==> src/fppc8_pkg.sv <==
// Shared constants, codes and the CRC-8 byte update for the packet deframer.
`timescale 1ns / 1ps
`default_nettype none

package fppc8_pkg;

    // Store depth default
    localparam int FPPC8_MAX_PAYLOAD = 64;

    // Result status codes
    localparam logic [1:0] ST_NONE    = 2'd0;
    localparam logic [1:0] ST_PACKET  = 2'd1;
    localparam logic [1:0] ST_FORMAT  = 2'd2;
    localparam logic [1:0] ST_CRC_ERR = 2'd3;

    // Configuration register indexes
    localparam logic [1:0] CFG_HEADER_FIRST  = 2'd0;
    localparam logic [1:0] CFG_HEADER_SECOND = 2'd1;
    localparam logic [1:0] CFG_LENGTH_LIMIT  = 2'd2;

    // Configuration reset values
    localparam logic [7:0] RST_HEADER_FIRST  = 8'hAA;
    localparam logic [7:0] RST_HEADER_SECOND = 8'h55;
    localparam logic [6:0] RST_LENGTH_LIMIT  = 7'd64;

    localparam logic [7:0] CRC_POLY = 8'h07;

    // One byte through CRC-8, MSB first, no reflection
    function automatic logic [7:0] crc8_step(input logic [7:0] crc, input logic [7:0] din);
        logic [7:0] v;
        v = crc ^ din;
        for (int i = 0; i < 8; i++) begin
            if (v[7]) begin
                v = (v << 1) ^ CRC_POLY;
            end else begin
                v = v << 1;
            end
        end
        return v;
    endfunction

endpackage

`default_nettype wire

==> src/framed_packet_parser_crc8.sv <==
// Byte-serial frame deframer with CRC-8 check and payload store.
`timescale 1ns / 1ps
`default_nettype none

// Channel   Dir  Handshake                     Content
// rx        in   s_axis_tvalid/s_axis_tready   tdata[7:0] rx_byte
// result    out  m_axis_tvalid/m_axis_tready   tuser status, tlast last, tdata frame fields
// config    in   i_cfg_we (no wait)            i_cfg_addr index, i_cfg_data value
//
// Each accepted byte yields one result item in the output register, except the
// good CRC byte of a non-empty frame. Such a frame with N payload bytes then
// emits N items, one payload store read plus one output load per item; no byte is
// taken meanwhile. Reset is synchronous, active low, and needs no clearing pass.
// A stalled output holds its item and holds off the input.

module framed_packet_parser_crc8
    import fppc8_pkg::*;
#(
    parameter int MAX_PAYLOAD = FPPC8_MAX_PAYLOAD
) (
    input  wire logic        i_clk,
    input  wire logic        i_rst_n,
    // config write port
    input  wire logic        i_cfg_we,
    input  wire logic [1:0]  i_cfg_addr,
    input  wire logic [7:0]  i_cfg_data,
    // receive stream
    input  wire logic        s_axis_tvalid,
    output      logic        s_axis_tready,
    input  wire logic [7:0]  s_axis_tdata,   // [7:0] rx_byte
    // result stream
    output      logic        m_axis_tvalid,
    input  wire logic        m_axis_tready,
    output      logic [47:0] m_axis_tdata,   // [7:0] frame_version, [15:8] frame_type,
                                             // [22:16] frame_length, [30:23] frame_sequence,
                                             // [38:31] payload_byte, [44:39] payload_position,
                                             // [47:45] zero
    output      logic [1:0]  m_axis_tuser,   // [1:0] status
    output      logic        m_axis_tlast
);

    localparam int AW = (MAX_PAYLOAD > 1) ? $clog2(MAX_PAYLOAD) : 1;
    localparam int CW = $clog2(MAX_PAYLOAD + 1);

    typedef enum logic [3:0] {
        S_HDR0,
        S_HDR1,
        S_VER,
        S_TYPE,
        S_LEN,
        S_SEQ,
        S_PAY,
        S_CRC,
        S_EMIT_RD,
        S_EMIT_LD
    } t_state;

    t_state          r_state;

    // configuration
    logic [7:0]      r_header_first;
    logic [7:0]      r_header_second;
    logic [6:0]      r_length_limit;

    // frame context
    logic [7:0]      r_crc;
    logic [CW-1:0]   r_byte_count;
    logic [CW-1:0]   r_emit_idx;
    logic [7:0]      r_held_version;
    logic [7:0]      r_held_type;
    logic [6:0]      r_held_length;
    logic [7:0]      r_held_sequence;

    // output register
    logic            r_out_valid;
    logic [1:0]      r_out_status;
    logic [7:0]      r_out_version;
    logic [7:0]      r_out_type;
    logic [6:0]      r_out_length;
    logic [7:0]      r_out_sequence;
    logic [7:0]      r_out_byte;
    logic [5:0]      r_out_position;
    logic            r_out_last;

    // output register next values
    logic            n_out_valid;
    logic [1:0]      n_out_status;
    logic [7:0]      n_out_version;
    logic [7:0]      n_out_type;
    logic [6:0]      n_out_length;
    logic [7:0]      n_out_sequence;
    logic [7:0]      n_out_byte;
    logic [5:0]      n_out_position;
    logic            n_out_last;

    // payload store
    logic [7:0]      r_store [MAX_PAYLOAD];
    logic [7:0]      r_rd_data;

    logic            out_free;
    logic            in_accept;
    logic [7:0]      rx;
    logic [6:0]      eff_limit;
    logic            len_bad;
    logic [7:0]      crc_next;
    logic            mem_we;
    logic            mem_re;
    logic            emit_last;
    logic [6:0]      pay_count_next;
    logic            crc_good_run;

    assign rx        = s_axis_tdata;
    assign out_free  = !r_out_valid || m_axis_tready;
    assign s_axis_tready = out_free && (r_state != S_EMIT_RD) && (r_state != S_EMIT_LD);
    assign in_accept = s_axis_tvalid && s_axis_tready;

    assign eff_limit = (r_length_limit > 7'(MAX_PAYLOAD)) ? 7'(MAX_PAYLOAD) : r_length_limit;
    assign len_bad   = rx > {1'b0, eff_limit};
    // version byte starts the CRC from zero
    assign crc_next  = crc8_step((r_state == S_VER) ? 8'h00 : r_crc, rx);

    assign pay_count_next = 7'(r_byte_count) + 7'd1;
    assign emit_last      = (7'(r_emit_idx) + 7'd1) == r_held_length;

    // good CRC of a non-empty frame: the items come from the emit loop instead
    assign crc_good_run = (r_state == S_CRC) && (r_crc == rx) && (r_held_length != 7'd0);

    // Store writes happen only while collecting payload, reads only while
    // emitting, so the two never touch the same entry in one cycle.
    assign mem_we = in_accept && (r_state == S_PAY);
    assign mem_re = (r_state == S_EMIT_RD);

    always_ff @(posedge i_clk) begin
        if (mem_we) begin
            r_store[r_byte_count[AW-1:0]] <= rx;
        end
        if (mem_re) begin
            r_rd_data <= r_store[r_emit_idx[AW-1:0]];
        end
    end

    // config writes; an unknown index is dropped
    always_ff @(posedge i_clk) begin
        if (!i_rst_n) begin
            r_header_first  <= RST_HEADER_FIRST;
            r_header_second <= RST_HEADER_SECOND;
            r_length_limit  <= RST_LENGTH_LIMIT;
        end else if (i_cfg_we) begin
            case (i_cfg_addr)
                CFG_HEADER_FIRST:  r_header_first  <= i_cfg_data;
                CFG_HEADER_SECOND: r_header_second <= i_cfg_data;
                CFG_LENGTH_LIMIT:  r_length_limit  <= i_cfg_data[6:0];
                default: ;
            endcase
        end
    end

    // next contents of the output register
    always_comb begin
        n_out_valid    = r_out_valid && !m_axis_tready;
        n_out_status   = r_out_status;
        n_out_version  = r_out_version;
        n_out_type     = r_out_type;
        n_out_length   = r_out_length;
        n_out_sequence = r_out_sequence;
        n_out_byte     = r_out_byte;
        n_out_position = r_out_position;
        n_out_last     = r_out_last;
        if (in_accept && !crc_good_run) begin
            // every byte but a good CRC of a non-empty frame gives one plain item
            n_out_valid    = 1'b1;
            n_out_status   = ST_NONE;
            n_out_version  = 8'h00;
            n_out_type     = 8'h00;
            n_out_length   = 7'd0;
            n_out_sequence = 8'h00;
            n_out_byte     = 8'h00;
            n_out_position = 6'd0;
            n_out_last     = 1'b1;
            case (r_state)
                S_LEN: begin
                    if (len_bad) begin
                        n_out_status = ST_FORMAT;
                    end
                end
                S_CRC: begin
                    if (r_crc != rx) begin
                        n_out_status = ST_CRC_ERR;
                    end else begin
                        // empty payload: one item with the header fields
                        n_out_status   = ST_PACKET;
                        n_out_version  = r_held_version;
                        n_out_type     = r_held_type;
                        n_out_sequence = r_held_sequence;
                    end
                end
                default: ;
            endcase
        end else if (r_state == S_EMIT_LD && out_free) begin
            n_out_valid    = 1'b1;
            n_out_status   = ST_PACKET;
            n_out_version  = r_held_version;
            n_out_type     = r_held_type;
            n_out_length   = r_held_length;
            n_out_sequence = r_held_sequence;
            n_out_byte     = r_rd_data;
            n_out_position = 6'(r_emit_idx);
            n_out_last     = emit_last;
        end
    end

    // parser state and output register
    always_ff @(posedge i_clk) begin
        if (!i_rst_n) begin
            r_state     <= S_HDR0;
            r_out_valid <= 1'b0;
        end else begin
            r_out_valid    <= n_out_valid;
            r_out_status   <= n_out_status;
            r_out_version  <= n_out_version;
            r_out_type     <= n_out_type;
            r_out_length   <= n_out_length;
            r_out_sequence <= n_out_sequence;
            r_out_byte     <= n_out_byte;
            r_out_position <= n_out_position;
            r_out_last     <= n_out_last;

            case (r_state)
                S_HDR0: begin
                    if (in_accept && rx == r_header_first) begin
                        r_state <= S_HDR1;
                    end
                end
                S_HDR1: begin
                    if (in_accept) begin
                        // second header wins when both headers match
                        if (rx == r_header_second) begin
                            r_state <= S_VER;
                        end else if (rx != r_header_first) begin
                            r_state <= S_HDR0;
                        end
                    end
                end
                S_VER: begin
                    if (in_accept) begin
                        r_held_version <= rx;
                        r_crc          <= crc_next;
                        r_state        <= S_TYPE;
                    end
                end
                S_TYPE: begin
                    if (in_accept) begin
                        r_held_type <= rx;
                        r_crc       <= crc_next;
                        r_state     <= S_LEN;
                    end
                end
                S_LEN: begin
                    if (in_accept) begin
                        r_crc <= crc_next;
                        if (len_bad) begin
                            r_state <= (rx == r_header_first) ? S_HDR1 : S_HDR0;
                        end else begin
                            r_held_length <= rx[6:0];
                            r_state       <= S_SEQ;
                        end
                    end
                end
                S_SEQ: begin
                    if (in_accept) begin
                        r_held_sequence <= rx;
                        r_crc           <= crc_next;
                        r_byte_count    <= '0;
                        r_state         <= (r_held_length == 7'd0) ? S_CRC : S_PAY;
                    end
                end
                S_PAY: begin
                    if (in_accept) begin
                        r_byte_count <= CW'(r_byte_count + 1'b1);
                        r_crc        <= crc_next;
                        if (pay_count_next >= r_held_length) begin
                            r_state <= S_CRC;
                        end
                    end
                end
                S_CRC: begin
                    if (in_accept) begin
                        if (r_crc != rx) begin
                            r_state <= (rx == r_header_first) ? S_HDR1 : S_HDR0;
                        end else if (r_held_length == 7'd0) begin
                            r_state <= S_HDR0;
                        end else begin
                            r_emit_idx <= '0;
                            r_state    <= S_EMIT_RD;
                        end
                    end
                end
                S_EMIT_RD: begin
                    r_state <= S_EMIT_LD;
                end
                S_EMIT_LD: begin
                    if (out_free) begin
                        if (emit_last) begin
                            r_state <= S_HDR0;
                        end else begin
                            r_emit_idx <= CW'(r_emit_idx + 1'b1);
                            r_state    <= S_EMIT_RD;
                        end
                    end
                end
                default: begin
                    r_state <= S_HDR0;
                end
            endcase
        end
    end

    assign m_axis_tvalid = r_out_valid;
    assign m_axis_tuser  = r_out_status;
    assign m_axis_tlast  = r_out_last;
    assign m_axis_tdata  = {3'b000, r_out_position, r_out_byte, r_out_sequence,
                            r_out_length, r_out_type, r_out_version};

`ifndef SYNTHESIS
    // an accepted byte other than a good CRC of a non-empty frame leaves an item in the output register
    a_accept_gives_item: assert property (@(posedge i_clk) disable iff (!i_rst_n)
        in_accept && !crc_good_run |=> m_axis_tvalid)
        else $error("accepted byte left no result item");

    // only packet items may be part of a multi-item run
    a_single_status_last: assert property (@(posedge i_clk) disable iff (!i_rst_n)
        m_axis_tvalid && m_axis_tuser != ST_PACKET |-> m_axis_tlast)
        else $error("non-packet item without last");

    // input held off while the payload is read out
    a_no_accept_emit: assert property (@(posedge i_clk) disable iff (!i_rst_n)
        (r_state == S_EMIT_RD || r_state == S_EMIT_LD) |-> !s_axis_tready)
        else $error("byte accepted during payload emission");

    // payload count stays inside the declared length
    a_count_bound: assert property (@(posedge i_clk) disable iff (!i_rst_n)
        r_state == S_PAY |-> 7'(r_byte_count) < r_held_length)
        else $error("payload count beyond frame length");
`endif

endmodule

`default_nettype wire

==> config.mk <==
export PLATFORM = sky130hd
export DESIGN_NAME = framed_packet_parser_crc8
export DESIGN_NICKNAME = d
export VERILOG_FILES = /design/src/fppc8_pkg.sv /design/src/framed_packet_parser_crc8.sv
export SDC_FILE = /design/constraint.sdc
export NUM_CORES = 1
export LEC_CHECK = 0
export ABC_AREA = 1
export BUFFER_PORTS_ARGS = -buffer_cell sky130_fd_sc_hd__buf_2
export CAP_MARGIN = 5
export CORE_MARGIN = 5
export CORE_UTILIZATION = 25
export CTS_BUF_LIST = sky130_fd_sc_hd__clkbuf_4
export CTS_CLUSTER_SIZE = 8
export DETAILED_ROUTE_END_ITERATION = 8
export MAX_ROUTING_LAYER = met4
export PLACE_DENSITY = 0.35
export SLEW_MARGIN = 20
export SYNTH_ARGS = -nofsm -noshare
export SYNTH_HDL_FRONTEND = slang
export SYNTH_SLANG_ARGS = --single-unit
==> constraint.sdc <==
create_clock -name i_clk -period 5.05 [get_ports i_clk]
set_input_delay 0.7575 -clock i_clk [delete_from_list [all_inputs] [get_ports i_clk]]
set_output_delay 0.7575 -clock i_clk [all_outputs]
set_load 0.02 [all_outputs]
==> impl_metrics.tcl <==
set metrics [dict create \
    htreeDepth 4 \
    worstMarginPinSlew_ns 1.14 \
    final_cell_mix "edfxtp_1 (621), nor2_1 (479), clkbuf_4 (276)" \
    synth_top_family_by_area "simple AND/OR/NAND/NOR gates" \
    ys_seq_elements 649 \
    die_h_um 338 \
    power.leakage_nw 10.7 \
    drt_iter0_drc 1257 \
    drive_gt1_frac 0.173 \
    cts.sink_count 649 \
    grt_setup_unrepaired "no" \
    start_kind "flop" \
    slowest_delay_ns 0.62 \
    required_ns 5.64 \
    synthesis.area_um2 26800 \
    via_count 18000 \
    start_util 0.251 \
    final_antenna_net_count 0 \
    place_congestion 0.793 \
    grt_pass1_wl_um 122000 \
    numCtsBuffers 180 \
    rows 120 \
    layout.nets 2410 \
    yosysWarnings 0 \
    status "complete, no violations" \
    design_area_um2 31200 \
    worstHoldPathCells 3 \
    yosysSeqAreaShare 0.716 \
    first_pass_iters 5 \
    arrival_ns 3.83 \
    relSlewSlack 0.229 \
    antenna_found_initial 5 \
    grt_max_degree 151 \
    dp_slack_ns 1.67 \
    syn_area_per_cell_um2 12.2 \
    synth_edf_count 621 \
    p_per_area_nw_per_um2 357 \
    cp_cell_sequence "buf_4 > ha_1 > nand2_1 > nor2_1 > nand3_1 > nand2_1 > nand2_1 > nand2_1 > nor2_1 > nand2_1 > nand2_1 > a21oi_1" \
    critPathSlowestCell "a21oi_1" \
    mostFrequentLayoutCell "edfxtp_1" \
    place_area_um2 28700 \
    timing.final.ws_setup_ns 1.81 \
    routedWlPerCell_um 21.0 \
    peakVddDrop_v 0.000163 \
    final-hold-violation-count 0 \
    drc 0 \
    fmax_ghz 0.309 \
    path_clk_slew_ns 0.06 \
    n_fill_cell 11100 \
    ios 76 \
    overflow 0 \
    timing.setup.tns_ns 0 \
    synthSimpleGateAreaFrac 0.114 \
    synthXorXnorAreaFrac 0.0126 \
    holdWs_ns 0.181 \
    wirelength_um 82400 \
    synth_cells 2199 \
    coreArea_um2 107000 \
    cts_buffer_depth 3 \
    skew_ns 0.0554 \
    async_flop_share 0 \
    cts_resized 0 \
    cts_tree "done" \
    crit_fanout 63 \
    setup_viol 0 \
    synth_ff_type "edfxtp_1" \
    grt_pass1_vias 18700 \
    post-route-period-util 0.641 \
    syn2layout_area_growth_pct 16.5 \
    port_buffers 72 \
    cpMostUsedCell "nand2_1" \
    dieWidth_um 338 \
    dieArea_um2 114000 \
    reg2reg_depth 12 \
    synth.distinct_cells 46 \
    avgViaCountPerCell 4.60 \
    worstSetupEndpointType "flop" \
    hp-class "input port to flop" \
    synth-compound-area-share 0.112 \
    fin_total_pwr_mw 11.2 \
    post-route-min-period_ns 3.24 \
    drv_slew 0 \
    cap_violations 0 \
    grtUsageTotal 0.148 \
    ctsRootBufferMaster "clkbuf_4" \
    synth-adder-area-share 0.00746 \
    clk_latency_ns 1.00 \
    synthMuxAreaShare 0 \
    critical_path_class "flop to flop" \
    dp_hpwl_um 49300 \
]
power breakdown:
| part | internal [mW] | switching (mW) |
|---|---|---|
| clock network | 2.69 | 2.25 |
| logic | 0.0707 | 0.222 |
| registers | 5.92 | 0.0126 |
| total | 8.67 | 2.48 |
layer usage:
metal  wire length (µm)  global-route usage
met1              37100               0.188
met3               3570              0.0279
met5                  0                   -
met4               1960              0.0490
met2              39800               0.240
final timing paths:
kind,startpoint,to,slack (ns)
worst min-delay path,i_cfg_addr[0],r_header_first[3],0.18
worst min register to register,r_header_second[3],r_header_second[3],0.47
worst max-delay path,r_emit_idx[0],r_emit_idx[1],1.81
worst max register to register,r_emit_idx[0],r_emit_idx[1],1.81
state kept, by name, indices dropped and copies added, names as in the netlist, 8 cells and up:
register / cells
r_out_type: 8
r_store: 512
r_out_version: 8
r_out_sequence: 8
r_crc: 8
r_rd_data: 8
r_header_second: 8
r_held_sequence: 8
r_held_type: 8
r_out_byte: 8
r_held_version: 8
r_header_first: 8
Yosys cell counts, types with 7 or more instances:
cell type | number | area share
clkbuf_1 | 78 | 0.011
edfxtp_1 | 621 | 0.70
o211ai_1 | 101 | 0.028
ha_1 | 16 | 0.0075
nand2_1 | 158 | 0.022
xor2_1 | 16 | 0.0052
nor2_1 | 480 | 0.067
xnor2_1 | 17 | 0.0056
buf_4 | 10 | 0.0028
o21ai_0 | 274 | 0.051
nand3_1 | 77 | 0.014
nand2_2 | 7 | 0.0016
o221ai_1 | 32 | 0.010
buf_2 | 36 | 0.0067
inv_1 | 109 | 0.015
dfxtp_1 | 28 | 0.021
nand4_1 | 7 | 0.0016
o22ai_1 | 64 | 0.015
a21oi_1 | 18 | 0.0034
inv_2 | 8 | 0.0011
what timing repair did:
item                      4_1_cts  5_1_grt
hold endpoints to repair       33        0
hold buffers                   13        0
setup buffers                   0        0
critical path, delay by kind of cell, from the launching register on:
| kind | cells | cell delay, ns |
|---|---|---|
| adder cells (fa/ha/maj) | 1 | 0.30 |
| AO/OA/AOI/OAI | 1 | 0.62 |
| buffers and inverters | 1 | 0.60 |
| AND/OR/NAND/NOR | 9 | 0.84 |
| flip-flops | 1 | 0.48 |
cell type report:
cell class / count / area [µm²] / share of cell area
diodes: 1 / 2.50 / 0.0000801
clock buffers: 276 / 2070 / 0.0663
clock inverters: 49 / 319 / 0.0102
inverters: 120 / 460 / 0.0147
multi-input cells: 1305 / 6630 / 0.212
flip-flops and latches: 649 / 19200 / 0.615
well taps: 1403 / 1760 / 0.0562
repair buffers: 115 / 798 / 0.0256
through the flow:
stage | cells | util
finish | 3918 | 0.293
global route | 3918 | 0.293
CTS | 3917 | 0.293
detailed placement | 3579 | 0.269
global placement | 3579 | 0.269
floorplan | 2201 | -
cell families (layout without fill, tap and decap cells):
group,Yosys count,after routing
compound gates,501,501
simple gates,749,749
buf+inv,247,560
flops,649,649
xor+xnor,36,36
fa+ha+maj,16,16
other cells,1,4
No activity file was read; power rests on OpenSTA's default activity.
